### config.mk
export PLATFORM = sky130hd
export DESIGN_NAME = mbsu_ram
export DESIGN_NICKNAME = d
export VERILOG_FILES = /design/src/design/mbsu_ram.sv
export SDC_FILE = /design/constraint.sdc
export NUM_CORES = 2
export LEC_CHECK = 0
export BUFFER_PORTS_ARGS = -buffer_cell sky130_fd_sc_hd__buf_2
export CORE_UTILIZATION = 25
export DETAILED_ROUTE_END_ITERATION = 10
export PLACE_DENSITY_LB_ADDON = 0.1
export SYNTH_ARGS = -nofsm -noshare
export SYNTH_HDL_FRONTEND = slang
export SYNTH_SLANG_ARGS = --single-unit
### constraint.sdc
create_clock -name i_clk -period 4.7 [get_ports i_clk]
set_clock_uncertainty 0.2 [all_clocks]
set_input_delay 0.47 -clock i_clk [delete_from_list [all_inputs] [get_ports i_clk]]
set_output_delay 0.47 -clock i_clk [all_outputs]
set_load 0.03 [all_outputs]
### src/design/mbsu_ram.sv
`default_nettype none
module mbsu_ram #(
    parameter int WIDTH = 16,
    parameter int DEPTH = 128
) (
    input  wire logic                     i_clk,
    input  wire logic                     i_we,
    input  wire logic [$clog2(DEPTH)-1:0] i_waddr,
    input  wire logic [WIDTH-1:0]         i_wdata,
    input  wire logic [$clog2(DEPTH)-1:0] i_raddr,
    output logic      [WIDTH-1:0]         o_rdata
);

    logic [WIDTH-1:0] r_mem [DEPTH];

    always_ff @(posedge i_clk) begin
        if (i_we) begin
            r_mem[i_waddr] <= i_wdata;
        end
        o_rdata <= r_mem[i_raddr];
    end

endmodule
`default_nettype wire

# --- Yosys cells after proc, flatten, opt, wreduce, memory -nomap -nowiden ---
# Memory sizes are Yosys's and may differ from the RTL's. A register that Yosys moved wholly into a read port is not among the register bits.
# Cells that the tools add are included.
totals:
  output_inout_bits: 16
  elab_cells: 3
  mem_count: 1
  ramBits: 2048
  regBits: 0
op_classes:
  n_mux: 2
mem_list:
  columns: ["memory", "depth", "word_bits", "rd", "rd_ports_with_merged_regs", "write_ports", "line", "source"]
  rows:
  - ["r_mem", 128, 16, 1, 1, 1, "14", "logic [WIDTH-1:0] r_mem [DEPTH];"]
op_table:
  columns: ["operator", "count"]
  rows:
  - ["$mux W1", 2]

# --- Longest topological paths before layout ---
logic_depth:
  depth_word: 2
  mapped_depth: 7

# --- Least setup slack after synthesis ---
# OpenSTA, ideal clock, no wires.
synth_path:
  path_kind: "input -> register"
  startpoint: "input port i_raddr[0]"
  endpoint: "register o_rdata[0] (read register of r_mem)"
  setup_ns: 0.121
  arrival_time_ns: 2.844
  stages: 6
  setup_slack_ns: 1.535
  required_time_ns: 4.379
  cell_sequence: "buf_2 buf_1 mux4_2 mux4_2 mux4_2 mux2_2"
synth_lines:
  columns: ["element", "line", "source"]
  rows:
  - ["from (decl)", "10", "input wire logic [$clog2(DEPTH)-1:0] i_raddr,"]
  - ["to (decl)", "11", "output logic [WIDTH-1:0] o_rdata"]

==> impl_metrics.yaml <==
timing:
  hold_viol_final: 0
  relSlewSlack: 0.1039
  setup_viol: 0
  hold-worst-slack_ns: 0.01962
  fin_setup_tns_ns: 0
  worst_pin_slew_ns: 1.340
  rsz0062_at_grt: "no"
  finalCritPeriodShare: 0.6961
  setup_slack_ns: 1.428
  slew_violations: 0
  clock.fmax_mhz: 305.6
  min_period_ns: 3.272
setup_path:
  cp_common_cell: "mux4_2"
  worstSetupPathType: "in2reg"
  path_max_fanout: 44
  crit_path_end_kind: "register"
  path_cells: "buf_8, buf_12, buf_12, mux4_2, mux4_2, mux4_2, mux2_2"
  cp.arrival_ns: 3.84
  critPathTopFamily: "multiplexers"
  start_kind: "input pin"
  cpMaxStageDelayCell: "mux4_2"
  required_ns: 5.27
  slowest_delay_ns: 0.69
  cp_num_buf_inv: 3
clocking:
  clock-sinks: 2064
  root_buffer: "clkbuf_16"
  clk_latency_ns: 0.90
  clock_tree.buffer_depth: 4
  numCtsBuffers: 239
  post-cts-setup-buffers: 0
  tritoncts: "done"
  path_clk_slew_ns: 0.06
  htreeDepth: 4
hold_path:
  hold_path_class: "in2reg"
floorplan:
  die_area_sq_um: 316300
  die_h_um: 562.4
  rows: 205
  start_util: 0.2516
  die_w_um: 562.4
  num_io_pins: 48
  core_sq_um: 312200
power:
  swShare: 0.2178
  clkPwrFrac: 0.444
  p_leak_nw: 28.13
  ir_drop_mv: 0.3356
  comb_power_share: 0.052
  p_int_w: 0.03169
  power_density_nw_per_um2: 434.0
  switchingPower_w: 0.008822
  pwr-share-seq: 0.504
final_layout:
  register_area_sq_um: 61820
  final_nets: 3459
  design_area_sq_um: 93330
  drive_gt1_frac: 0.3817
  fin_util: 0.2990
  fill_cells: 29770
  multiInputGateArea_sq_um: 16370
  syn_to_final_growth_pct: 18.86
logic_synthesis:
  synth.net_count: 3118
  avgSynthCellArea_sq_um: 25.44
  seq_area_frac_synth: 0.7873
  synth_cells: 3086
  yosys-top-cells-area: "edfxtp_1, mux4_2, nor2_1"
  ys.flop_type: "edfxtp_1"
  synth_top_area_frac: 0.7832
  yosys.area.top_type: "edfxtp_1"
  synth-edff-count: 2048
  synthMostInstantiatedCell: "edfxtp_1"
  synth_common_cells: "edfxtp_1, mux4_2, nor2_1"
  ys_seq_elements: 2064
  async_reset_ff_frac: 0
  yosysUniqueCellTypes: 17
  syn-cell-area_sq_um: 78520
  synth-warning-count: 0
global_route:
  grt_pass1_wl_um: 330400
  grt_pass1_vias: 37600
  antenna_found_initial: 38
  grt_start_max_net_pins: 98
  grtUsageTotal: 0.1539
  overflow: 0
placed_design:
  post-place-ws_ns: 0.4151
  hpwlAfterDp_um: 144500
  place.gp.congestion: 0.7375
  dpl_cell_area_sq_um: 85720
  port_buffers: 47
detailed_routing:
  drcViolationCount: 0
  wl_per_cell_um: 31.45
  vias: 35380
  drtAntennaViolNets: 0
  drt_iter0_markers: 3353
  dr.pass1.iters: 5
  wirelength_um: 244300
  drt-vias-per-instance: 4.556
flow_run:
  cap_violations: 0
status:
  run_status: "complete, no violations"
==> sequential cells by signal, summed over array words and instances (netlist names) <==
register and flops:
o_rdata 16, r_mem 2048
==> stage by stage <==
stage / total power (W) / instances
6_report: 0.04051 / 7766
2_1_floorplan: 0.02178 / 3086
5_1_grt: 0.04177 / 7756
3_5_place_dp: 0.02301 / 7320
3_3_place_gp: 0.02297 / 7320
4_1_cts: 0.04116 / 7753
==> power by group through the flow <==
| stage | combinational (W) | clock [W] | sequential (W) |
|---|---|---|---|
| floorplan | 0.000994 | 0 | 0.0208 |
| global placement | 0.00218 | 0 | 0.0208 |
| detailed placement | 0.00221 | 0 | 0.0208 |
| CTS | 0.00222 | 0.0185 | 0.0204 |
| global route | 0.00225 | 0.0191 | 0.0204 |
| finish | 0.00212 | 0.0180 | 0.0204 |
==> cells by family after synthesis <==
family	synth area share
buffers and inverters	0.008812
muxes	0.1950
DFF	0.7873
and+or+nand+nor	0.008875
==> timing repair <==
action                                 CTS  global route
hold buffers                             6             0
resized for setup                        0             0
endpoints found under the hold margin  218             0
==> worst paths after layout <==
check                start             to  slack, ns  cells after the start
max             i_raddr[0]     o_rdata[4]       1.43                      7
min            i_wdata[15]  r_mem[12][15]       0.02                      1
max reg2reg   r_mem[22][5]     o_rdata[5]       1.75                      4
min reg2reg  r_mem[87][11]    o_rdata[11]       0.93                      4
==> placed cells by master (no fill, tap or decap), types with 23 or more instances in the layout <==
master     netlist  layout
nor2_1         122      29
clkinv_1         0      38
mux4_2         672     672
buf_4            1     191
clkbuf_16        0     239
buf_12           0      36
bufinv_16        0      23
clkinv_2         0      38
buf_2           52      27
edfxtp_1      2048    2048
clkbuf_1        82      58
nor2_2           0      76
==> final cells by class <==
type	count	share of cell area
clock inverters	130	0.01412
flip-flops and latches	2064	0.6624
repair buffers	264	0.02578
well taps	4140	0.05550
clock buffers	297	0.06642
diodes	13	0.0003486
multi-input cells	858	0.1755
==> metal layers <==
metal,GRT usage,vias up,part of all wire
li1,-,14210,-
met1,0.2071,19880,0.44
met2,0.2610,972,0.50
met3,0.02589,315,0.049
met4,0.03152,8,0.019
met5,0,-,0.00027
==> worst reg2reg max path, stage by stage, from the launching register on <==
cell	delay [ns]
edfxtp_1	0.36
mux4_2	0.48
mux4_2	0.67
mux4_2	0.74
mux2_2	0.37
(Power assumes the default switching activity.)
